===== src/rtl/core/tkps_pkg.sv =====
// Shared types, constants and ordering function of the top-k priority selector.
package tkps_pkg;

    localparam int PRIO_W = 16;
    localparam int ID_W   = 32;
    localparam int KEEP_W = 5;

    localparam logic OP_OFFER = 1'b0;
    localparam logic OP_FLUSH = 1'b1;

    localparam logic [KEEP_W-1:0] KEEP_RESET = 5'd16;

    typedef struct packed {
        logic [PRIO_W-1:0] prio;
        logic [ID_W-1:0]   id;
    } t_rec;

    typedef struct packed {
        logic ins;    // write the offered record into the chain
        logic app;    // the insert grows the kept set by one
        logic shift;  // move every record one cell toward the head
    } t_cell_ctl;

    typedef enum logic {
        ST_IDLE,
        ST_FLUSH
    } t_state;

    // True when record a is emitted before record b.
    function automatic logic goes_first(t_rec a, t_rec b);
        return (a.prio != b.prio) ? (a.prio > b.prio) : (a.id < b.id);
    endfunction

endpackage


===== src/rtl/core/top_k_priority_selector.sv =====
// Top level of the top-k priority selector: config register, cell chain and result register.
//
// Usage:
//   An item is a transfer on i_start while o_busy is low. i_operation selects
//   an offer (record i_priority_req / i_record_id) or a flush.
//   An offer is absorbed as it is transferred: every cell compares the record
//   with its own in parallel and the chain shifts by one to open the slot, so
//   offers may follow back to back at one per cycle while o_busy is low.
//   Offers never produce results. A flush raises o_busy while the chain shifts
//   toward the head, one record per cycle, until every kept record has left it.
//   Results are registered as they leave the head: o_strobe marks each for
//   exactly one cycle, highest priority first (ties by ascending id), o_last on
//   the final one. A flush of an empty store gives no result and no busy cycle.
//   The receiver cannot stall, so results are never held. o_busy is low again
//   in the cycle that shows the last result, so a new item may be transferred then.
//   i_cfg_we writes keep_count (effective count min(keep_count, MAX_KEPT)); write
//   it only while idle. Reset empties the store and sets keep_count to 16.
module top_k_priority_selector #(
    parameter int MAX_KEPT = 16
) (
    input  logic                         i_clk,
    input  logic                         i_rst_n,
    input  logic                         i_start,
    input  logic                         i_operation,
    input  logic [tkps_pkg::PRIO_W-1:0]  i_priority_req,
    input  logic [tkps_pkg::ID_W-1:0]    i_record_id,
    output logic                         o_busy,
    input  logic                         i_cfg_we,
    input  logic [tkps_pkg::KEEP_W-1:0]  i_cfg_wdata,
    output logic                         o_strobe,
    output logic [tkps_pkg::PRIO_W-1:0]  o_out_priority,
    output logic [tkps_pkg::ID_W-1:0]    o_out_id,
    output logic                         o_last
);
    import tkps_pkg::*;

    logic [KEEP_W-1:0] r_keep_count;
    t_cell_ctl         w_ctl;
    t_rec              w_new;
    t_rec              w_rec      [MAX_KEPT];
    t_rec              w_prev_rec [MAX_KEPT];
    t_rec              w_next_rec [MAX_KEPT];
    logic [MAX_KEPT-1:0] w_valid;
    logic [MAX_KEPT-1:0] w_wins;
    logic [MAX_KEPT-1:0] w_gt;
    logic [MAX_KEPT-1:0] w_prev_valid;
    logic [MAX_KEPT-1:0] w_prev_wins;
    logic [MAX_KEPT-1:0] w_next_valid;
    logic [MAX_KEPT-1:0] w_is_min;
    logic              w_emit;
    logic              r_strobe;
    logic [PRIO_W-1:0] r_out_priority;
    logic [ID_W-1:0]   r_out_id;
    logic              r_out_last;

    assign w_new.prio = i_priority_req;
    assign w_new.id   = i_record_id;

    always_ff @(posedge i_clk) begin
        if (!i_rst_n) begin
            r_keep_count <= KEEP_RESET;
        end else if (i_cfg_we) begin
            r_keep_count <= i_cfg_wdata;
        end
    end

    for (genvar g = 0; g < MAX_KEPT; g++) begin : g_cell
        if (g == 0) begin : g_head
            assign w_prev_rec[g]   = '0;
            assign w_prev_valid[g] = 1'b1;
            assign w_prev_wins[g]  = 1'b0;
        end else begin : g_body
            assign w_prev_rec[g]   = w_rec[g-1];
            assign w_prev_valid[g] = w_valid[g-1];
            assign w_prev_wins[g]  = w_wins[g-1];
        end
        if (g == MAX_KEPT - 1) begin : g_tail
            assign w_next_rec[g]   = '0;
            assign w_next_valid[g] = 1'b0;
        end else begin : g_inner
            assign w_next_rec[g]   = w_rec[g+1];
            assign w_next_valid[g] = w_valid[g+1];
        end
        // the lowest-ranked kept record sits in the last valid cell
        assign w_is_min[g] = w_valid[g] && !w_next_valid[g] && w_gt[g];

        tkps_cell u_cell (
            .i_clk        (i_clk),
            .i_rst_n      (i_rst_n),
            .i_ctl        (w_ctl),
            .i_new        (w_new),
            .i_prev_rec   (w_prev_rec[g]),
            .i_prev_valid (w_prev_valid[g]),
            .i_prev_wins  (w_prev_wins[g]),
            .i_next_rec   (w_next_rec[g]),
            .i_next_valid (w_next_valid[g]),
            .o_rec        (w_rec[g]),
            .o_valid      (w_valid[g]),
            .o_wins       (w_wins[g]),
            .o_gt         (w_gt[g])
        );
    end

    tkps_ctrl #(
        .MAX_KEPT (MAX_KEPT)
    ) u_ctrl (
        .i_clk          (i_clk),
        .i_rst_n        (i_rst_n),
        .i_start        (i_start),
        .i_operation    (i_operation),
        .i_keep_count   (r_keep_count),
        .i_head_valid   (w_valid[0]),
        .i_second_valid (w_next_valid[0]),
        .i_min_beaten   (|w_is_min),
        .o_ctl          (w_ctl),
        .o_busy         (o_busy),
        .o_emit         (w_emit)
    );

    always_ff @(posedge i_clk) begin
        if (!i_rst_n) begin
            r_strobe <= 1'b0;
        end else begin
            r_strobe <= w_emit;
        end
    end

    always_ff @(posedge i_clk) begin
        if (w_emit) begin
            r_out_priority <= w_rec[0].prio;
            r_out_id       <= w_rec[0].id;
            r_out_last     <= !w_next_valid[0];
        end
    end

    assign o_strobe       = r_strobe;
    assign o_out_priority = r_out_priority;
    assign o_out_id       = r_out_id;
    assign o_last         = r_out_last;

`ifndef NO_ASSERTIONS
    a_last_frees: assert property (@(posedge i_clk) disable iff (!i_rst_n)
        (o_strobe && o_last) |-> !o_busy)
        else $error("still busy after last result");
    a_burst_continues: assert property (@(posedge i_clk) disable iff (!i_rst_n)
        (o_strobe && !o_last) |=> o_strobe)
        else $error("flush burst broken before last");
    a_descending: assert property (@(posedge i_clk) disable iff (!i_rst_n)
        (o_strobe && !o_last) |=> (o_out_priority <= $past(o_out_priority)))
        else $error("flush results out of priority order");
`endif

endmodule


===== src/rtl/core/tkps_cell.sv =====
// One cell of the sorted record chain: holds a record and trades it with its neighbors.
module tkps_cell (
    input  logic              i_clk,
    input  logic              i_rst_n,
    input  tkps_pkg::t_cell_ctl i_ctl,
    input  tkps_pkg::t_rec    i_new,
    input  tkps_pkg::t_rec    i_prev_rec,
    input  logic              i_prev_valid,
    input  logic              i_prev_wins,
    input  tkps_pkg::t_rec    i_next_rec,
    input  logic              i_next_valid,
    output tkps_pkg::t_rec    o_rec,
    output logic              o_valid,
    output logic              o_wins,
    output logic              o_gt
);
    import tkps_pkg::*;

    t_rec r_rec;
    t_rec n_rec;
    logic r_valid;
    logic n_valid;

    assign o_wins = !r_valid || goes_first(i_new, r_rec);
    assign o_gt   = r_valid && (i_new.prio > r_rec.prio);
    assign o_rec  = r_rec;
    assign o_valid = r_valid;

    always_comb begin
        n_rec   = r_rec;
        n_valid = r_valid;
        if (i_ctl.shift) begin
            n_rec   = i_next_rec;
            n_valid = i_next_valid;
        end else if (i_ctl.ins) begin
            if (i_prev_wins) begin
                n_rec = i_prev_rec;
            end else if (o_wins) begin
                n_rec = i_new;
            end
            if (i_ctl.app) begin
                n_valid = r_valid | i_prev_valid;
            end
        end
    end

    always_ff @(posedge i_clk) begin
        if (!i_rst_n) begin
            r_valid <= 1'b0;
        end else begin
            r_valid <= n_valid;
        end
    end

    always_ff @(posedge i_clk) begin
        r_rec <= n_rec;
    end

endmodule


===== src/rtl/core/tkps_ctrl.sv =====
// Control of the selector: offer decision, kept count and flush sequencing.
module tkps_ctrl #(
    parameter int MAX_KEPT = 16
) (
    input  logic                         i_clk,
    input  logic                         i_rst_n,
    input  logic                         i_start,
    input  logic                         i_operation,
    input  logic [tkps_pkg::KEEP_W-1:0]  i_keep_count,
    input  logic                         i_head_valid,
    input  logic                         i_second_valid,
    input  logic                         i_min_beaten,
    output tkps_pkg::t_cell_ctl          o_ctl,
    output logic                         o_busy,
    output logic                         o_emit
);
    import tkps_pkg::*;

    localparam int TW = $clog2(MAX_KEPT + 1);
    localparam int KW = (TW > KEEP_W) ? TW : KEEP_W;

    t_state r_state;
    t_state n_state;
    logic [TW-1:0] r_total;
    logic [TW-1:0] n_total;
    logic [KW-1:0] w_keep;
    logic [KW-1:0] w_max;
    logic [KW-1:0] w_k;
    logic [KW-1:0] w_total;
    logic          w_append_ok;
    logic          w_replace_ok;
    logic          w_take;

    assign w_keep  = KW'(i_keep_count);
    assign w_max   = KW'(MAX_KEPT);
    assign w_k     = (w_keep > w_max) ? w_max : w_keep;
    assign w_total = KW'(r_total);
    assign w_append_ok  = (w_k != '0) && (w_total < w_k);
    assign w_replace_ok = (w_k != '0) && (w_total >= w_k) && (r_total != '0) && i_min_beaten;
    assign w_take = i_start && (r_state == ST_IDLE);

    always_comb begin
        n_state = r_state;
        unique case (r_state)
            ST_IDLE: begin
                if (w_take && (i_operation == OP_FLUSH) && i_head_valid) begin
                    n_state = ST_FLUSH;
                end
            end
            ST_FLUSH: begin
                if (!i_second_valid) begin
                    n_state = ST_IDLE;
                end
            end
            default: n_state = ST_IDLE;
        endcase
    end

    always_comb begin
        o_ctl   = '0;
        o_busy  = 1'b0;
        o_emit  = 1'b0;
        unique case (r_state)
            ST_IDLE: begin
                o_ctl.ins = w_take && (i_operation == OP_OFFER) && (w_append_ok || w_replace_ok);
                o_ctl.app = w_take && (i_operation == OP_OFFER) && w_append_ok;
            end
            ST_FLUSH: begin
                o_busy      = 1'b1;
                o_emit      = 1'b1;
                o_ctl.shift = 1'b1;
            end
            default: o_busy = 1'b0;
        endcase
    end

    always_comb begin
        n_total = r_total;
        if (w_take && (i_operation == OP_FLUSH)) begin
            n_total = '0;
        end else if (o_ctl.app) begin
            n_total = r_total + 1'b1;
        end
    end

    always_ff @(posedge i_clk) begin
        if (!i_rst_n) begin
            r_state <= ST_IDLE;
            r_total <= '0;
        end else begin
            r_state <= n_state;
            r_total <= n_total;
        end
    end

`ifndef NO_ASSERTIONS
    a_total_bound: assert property (@(posedge i_clk) disable iff (!i_rst_n)
        KW'(r_total) <= w_max)
        else $error("kept count above capacity");
    a_append_count: assert property (@(posedge i_clk) disable iff (!i_rst_n)
        o_ctl.app |=> (r_total == $past(r_total) + 1'b1))
        else $error("append did not grow kept count");
    a_flush_entry: assert property (@(posedge i_clk) disable iff (!i_rst_n)
        $rose(o_busy) |-> $past(i_start && (i_operation == OP_FLUSH)))
        else $error("flush entered without flush transfer");
`endif

endmodule


===== config.mk =====
export PLATFORM = sky130hd
export DESIGN_NAME = top_k_priority_selector
export DESIGN_NICKNAME = d
export VERILOG_FILES = /design/src/rtl/core/tkps_pkg.sv /design/src/rtl/core/top_k_priority_selector.sv /design/src/rtl/core/tkps_cell.sv /design/src/rtl/core/tkps_ctrl.sv
export SDC_FILE = /design/constraint.sdc
export NUM_CORES = 2
export LEC_CHECK = 0
export ABC_AREA = 1
export BUFFER_PORTS_ARGS = -buffer_cell sky130_fd_sc_hd__buf_2
export CAP_MARGIN = 20
export CELL_PAD_IN_SITES_DETAIL_PLACEMENT = 1
export CELL_PAD_IN_SITES_GLOBAL_PLACEMENT = 2
export CORE_ASPECT_RATIO = 1.2
export CORE_MARGIN = 4
export CORE_UTILIZATION = 43
export DETAILED_ROUTE_END_ITERATION = 16
export GPL_ROUTABILITY_DRIVEN = 0
export GPL_TIMING_DRIVEN = 1
export PLACE_DENSITY = 0.95
export SETUP_SLACK_MARGIN = 0.2
export SLEW_MARGIN = 25
export SYNTH_ARGS = -nofsm -noshare
export SYNTH_HDL_FRONTEND = slang
export SYNTH_SLANG_ARGS = --single-unit

===== constraint.sdc =====
create_clock -name i_clk -period 10.8 [get_ports i_clk]
set_clock_uncertainty 0.05 [all_clocks]
set_input_delay 1.08 -clock i_clk [delete_from_list [all_inputs] [get_ports i_clk]]
set_output_delay 1.08 -clock i_clk [all_outputs]
set_load 0.1 [all_outputs]

==> After elaboration in Yosys (flattened, before gate mapping) <==
Cells that the tools add are included.
{ "word_totals": {"regBits": 845} }
{ "op_classes": {"muxes": 128, "order_cmp": 35, "add_sub_neg": 1, "n_reduce_logical": 131, "n_eq_ne": 16, "bitwise": 18} }
{ "ops": {"columns": ["operator", "n"], "rows": [
  ["2-to-1 mux 48 bit", 61],
  ["less-than comparator 32 bit", 16],
  ["> comparator 16 bit", 16],
  ["inequality test 16 bit", 16],
  ["2-to-1 mux 1 bit", 64],
  ["logical AND 1 bit", 57],
  ["nonzero test 3 bit", 14],
  ["AND reduction 2 bit", 18],
  ["logical OR 1 bit", 17],
  ["zero test 1 bit", 16],
  ["OR reduction 16 bit", 1],
  ["bitwise OR 1 bit", 15],
  ["nonzero test 5 bit", 2],
  ["nonzero test 2 bit", 4],
  ["adder 5 x 1 -> 5 bit, second input constant", 1],
  ["greater-or-equal comparator 5 bit", 1],
  ["> comparator 5 bit, second input constant", 1],
  ["less-than comparator 5 bit", 1],
  ["2-to-1 mux 5 bit", 1],
  ["OR reduction 2 bit", 2],
  ["inverter 1 bit", 3],
  ["2-to-1 mux 2 bit", 1],
  ["one-hot mux 1 bit (2 select lines)", 1]
]} }

==> Logic depth before layout (Yosys ltp) <==
{ "depth": {"ltp_word": 12, "ltp_mapped": 21, "ltp_nobuf": 20} }

==> Cells and area by module <==
Synthesis repeated with hierarchy kept, for this count alone.
{ "unflattened": {"cells_unflattened": 7836, "area_unflattened_um2": 61936.9} }
{ "modules_own_cells": {"columns": ["mod", "area_per_inst_um2", "cells_per_inst", "instances", "seq_area_each_um2"], "rows": [
  ["tkps_cell", 3716.1, 477, 16, 1461.4],
  ["top_k_priority_selector", 1898.1, 128, 1, 1591.5],
  ["tkps_ctrl", 581.8, 76, 1, 120.1]
]} }

==> Worst setup path before layout <==
Ideal clock, no wire load.
{ "synth_path": {"kind": "register -> register", "startpoint": "register u_ctrl.r_state", "endpoint": "register g_cell[13].u_cell.r_rec (netlist bit g_cell[13].u_cell.o_rec[0]) (enable)", "setup_ns": 0.469, "t_arrival_ns": 5.730, "required_time_ns": 10.281, "stages_incl_launch_ff": 7, "path_slack_ns": 4.551, "path_cell_list": "dfxtp_1 buf_2 clkbuf_1 clkbuf_1 clkbuf_1 nor2_1 a21oi_1"} }
{ "synth_between": {"elab_chain_cells": 7, "word_cells_on_any_way": 9, "cone_classes": "mux (2); bitwise (1); reduce/logical (6)"} }
{ "synth_lines": {"columns": ["element", "line", "text"], "rows": [
  ["start: declaration", "tkps_ctrl.sv:22", "t_state r_state;"],
  ["start signal: assignment", "tkps_ctrl.sv:91", "r_state <= n_state;"],
  ["inverter 1 bit", "tkps_ctrl.sv:40", "assign w_take = i_start && (r_state == ST_IDLE);"],
  ["logical AND 1 bit", "tkps_ctrl.sv:40", null],
  ["logical AND 1 bit (2 in series)", "tkps_ctrl.sv:65", "o_ctl.ins = w_take && (i_operation == OP_OFFER) && (w_append_ok || w_replace_ok);"],
  ["2-to-1 mux 2 bit", "tkps_ctrl.sv:63", "unique case (r_state)"],
  ["nonzero test 2 bit (no line)", null, null],
  ["AND reduction 2 bit (no line) (*)", null, null],
  ["end signal: assignment", "tkps_cell.sv:56", "r_rec <= n_rec;"],
  ["end: declaration", "tkps_cell.sv:19", "t_rec r_rec;"]
]} }
Mark *: on every way between the ends. The rest lies on a longest branch, timed or not.
A chain may end at the register's enable or synchronous reset.

==> Worst setup path after layout <==
{ "layout_path": {"startpoint": "input port i_priority_req[15] (netlist name)", "endpoint": "register g_cell[13].u_cell.r_rec (netlist bit g_cell[13].u_cell.o_rec[12]) (enable)"} }
{ "layout_between": {"elab_chain_cells": 10, "word_cells_on_any_way": 62, "cone_classes": "order compare (16); eq/ne (2); mux (3); reduce/logical (41)"} }
{ "layout_lines": {"columns": ["element", "line", "text"], "rows": [
  ["start: declaration", "top_k_priority_selector.sv:25", "input logic [tkps_pkg::PRIO_W-1:0] i_priority_req,"],
  ["> comparator 16 bit, on equally long branches", "tkps_cell.sv:25, tkps_pkg.sv:31", null],
  ["logical AND 1 bit", "tkps_cell.sv:25", "assign o_gt = r_valid && (i_new.prio > r_rec.prio);"],
  ["logical AND 1 bit", "top_k_priority_selector.sv:85", "assign w_is_min[g] = w_valid[g] && !w_next_valid[g] && w_gt[g];"],
  ["OR reduction 16 bit", "top_k_priority_selector.sv:114", ".i_min_beaten (|w_is_min),"],
  ["logical AND 1 bit", "tkps_ctrl.sv:39", "assign w_replace_ok = (w_k != '0) && (w_total >= w_k) && (r_total != '0) && i_min_beaten;"],
  ["logical OR 1 bit", "tkps_ctrl.sv:65", null],
  ["logical AND 1 bit", "tkps_ctrl.sv:65", null],
  ["2-to-1 mux 2 bit", "tkps_ctrl.sv:63", null],
  ["nonzero test 2 bit (no line)", null, null],
  ["AND reduction 2 bit (no line) (*)", null, null]
]} }
Marked as above.

==> metrics.csv <==
metric,value,unit
io_pins,109,
cts_buffers,93,
end_kind,flip-flop,
grt_pass1_vias,55845,
setup_tns,0,ns
cts.sinks,845,
layout_commonest_cell,nand2_1,
htreeDepth,3,
cts_tree,done,
critPathSlowestCell,buf_4,
rsz0062_at_grt,no,
max_stage_delay,0.60,ns
final_core_util,46.84,%
grt_max_degree,255,
root_buffer,clkbuf_16,
rows,151,
crit_type,input pin to flip-flop,
async_reset_ff_share,0,%
post_drt_wl_per_cell,20.79,um
p_total,9.617,mW
routed_wl,196700,um
routed-wl-met3,8894,um
firstDrtPassIters,6,
top_layer,met5,
pwr-share-clk,33.3,%
clkTransAtPathRegs,0.06,ns
crit_required,11.08,ns
drv_slew,0,
cts_setup_buffers,0,
multi_input_area,0.03099,sq mm
crit_family,buffers and inverters,
arrival,5.48,ns
grt_usage,25.79,%
seq_area,0.02462,sq mm
critical_path.max_fanout,49,
yosysSeqAreaShare,40.29,%
die_w,352.1,um
antenna_found_initial,4,
path_cells,"buf_2, ha_1, nand4_1, nor3_2, nand3_1, a211oi_1, nand3_2, buf_4, nand2_2, buf_4, inv_1, a21oi_4, buf_4",
syn2layout_area_growth,8.226,%
setup_viol,0,
slew_headroom,30.18,%
min_period_over_period,48.16,%
ys_ff_latch,845,
hold_path.class,flip-flop to flip-flop,
cp_num_buf_inv,5,
syn_inst,7625,
ys_warn_count,0,
max-vdd-ir-drop,0.1102,mV
fp.dieH,420.9,um
cp-start-kind,input pin,
setup_ws,5.599,ns
detail_route.iter0.violations,3575,
clk_path_buf_depth,3,
wl_met1,89410,um
design.core.area,0.1411,sq mm
antenna_left,0,
die_area,0.1482,sq mm
insertion_delay,0.71,ns
place_ws,4.872,ns
vias,53754,
p_leak,30.64,nW
finalNetCount,8358,
grt-ovfl-total,0,
dr_wl_met2,91470,um
fmax,0.1923,GHz
power_density,145.5,mW/mm^2
avgSynthCellArea,8.011,sq um
hold_viol,0,
drc,0,
synthDistinctLibCells,43,
syn_nets,8442,
vias_per_cell,5.683,
crit_top_cell,buf_4,
pwr-share-comb,23.7,%
start_util,43.28,%
layout_min_cycle_time,5.201,ns
synth_flop_cell,edfxtp_1,
drive_above_1_share,5.302,%
grt_pass1_wl,309800,um
worst_slew_pin_slew,1.047,ns
hpwl,145400,um
hold_buffers,0,
swShare,32.08,%
fill_cells,17112,
switchingPower,3.085,mW
cap_violations,0,
outcome,"finished, final reports clean",
cts_resized,0,
synth_area,0.06109,sq mm
synth_edf_count,769,
layout_common_cells,"1650 x nand2_1, 1007 x inv_1, 851 x nand3_1, 833 x o21ai_0, 769 x edfxtp_1",
p_int,6.532,mW
portBuffers,108,
seqPwrFrac,42.9,%
synthesized netlist by cell type (17+ instances only):
master / n / share of area, %
o21ai_1: 131 / 1.1
nor2_1: 170 / 1.0
o21ai_0: 833 / 6.8
nor3_1: 43 / 0.35
dfxtp_1: 76 / 2.5
nand3_1: 853 / 7.0
a21oi_1: 656 / 5.4
clkbuf_1: 198 / 1.2
nand2_1: 1658 / 10
nand4_1: 67 / 0.69
buf_1: 32 / 0.20
buf_4: 30 / 0.37
buf_6: 17 / 0.31
o21a_1: 35 / 0.43
ha_1: 759 / 16
edfxtp_1: 769 / 38
buf_2: 97 / 0.79
inv_1: 1007 / 6.2
clkinv_1: 48 / 0.29
per-stage QoR:
step,std cells,hold slack [ns],area (sq um)
after floorplan,7625,0.3764,61090
after global placement,9281,0.3802,63090
after detailed placement,9281,0.3856,63090
after CTS,9455,0.4005,66050
after global routing,9456,0.4143,66100
final,9459,0.3980,66110
power by group through the flow:
stage          clock (mW)  sequential [mW]  combinational, mW
6_report             3.21             4.13               2.28
5_1_grt              3.40             4.16               2.60
4_1_cts              3.28             4.13               2.28
3_5_place_dp            0             4.20               2.25
3_3_place_gp            0             4.18               2.13
2_1_floorplan           0             4.18               1.53
final cells by class:
| cell class | instances | area share, % |
|---|---|---|
| clock inverter | 38 | 0.4542 |
| multi-input combinational | 5345 | 46.88 |
| inverter | 1061 | 6.035 |
| tap | 1836 | 3.475 |
| clock buffer | 136 | 4.029 |
| antenna | 3 | 0.01136 |
| sequential | 845 | 37.24 |
| timing repair buffer | 195 | 1.879 |
sequential cells by signal, indices dropped and copies added, names as in the netlist:
signal                 flops
u_ctrl.r_total             5
o_strobe                   1
g_cell.u_cell.o_rec      768
r_keep_count               5
g_cell.u_cell.o_valid     16
u_ctrl.r_state             1
o_last                     1
o_out_priority            16
o_out_id                  32
worst register-to-register path, cell delays in order, from the launching register on:
cell and delay, ns:
dfxtp_1 0.33, nor4_1 0.33, o21ai_0 0.18, ha_1 0.32, a21oi_1 0.15, nor2_1 0.05
nor2_1 0.09, o311ai_0 0.18, nor2_1 0.65, inv_1 0.55, nand2_4 0.55, nor2_4 0.08
buf_4 0.31, nor2_4 0.52, buf_4 0.47
cells by family after synthesis:
group	count (synthesis)	share of synthesized area, %
AOI/OAI and AO/OA	1750	14.92
adders and majority gates	759	15.55
buffers and inverters	1435	9.410
DFF	845	40.29
and+or+nand+nor	2836	19.83
layer usage:
metal  vias up  GRT usage, %
met5         -             0
met4         4         9.541
met3       324         2.844
met2      1172         43.81
met1     26317         34.14
li1      25937             -
final timing paths:
| check | start | to | slack [ns] | cells after the start |
|---|---|---|---|---|
| max | i_priority_req[15] | g_cell[13].u_cell.o_rec[12] | 5.60 | 13 |
| min | g_cell[0].u_cell.o_rec[36] | o_out_priority[4] | 0.40 | 0 |
| max reg2reg | r_keep_count[1] | g_cell[9].u_cell.o_rec[8] | 5.61 | 14 |
| min reg2reg | g_cell[0].u_cell.o_rec[36] | o_out_priority[4] | 0.40 | 0 |
(Power assumes the default switching activity.)
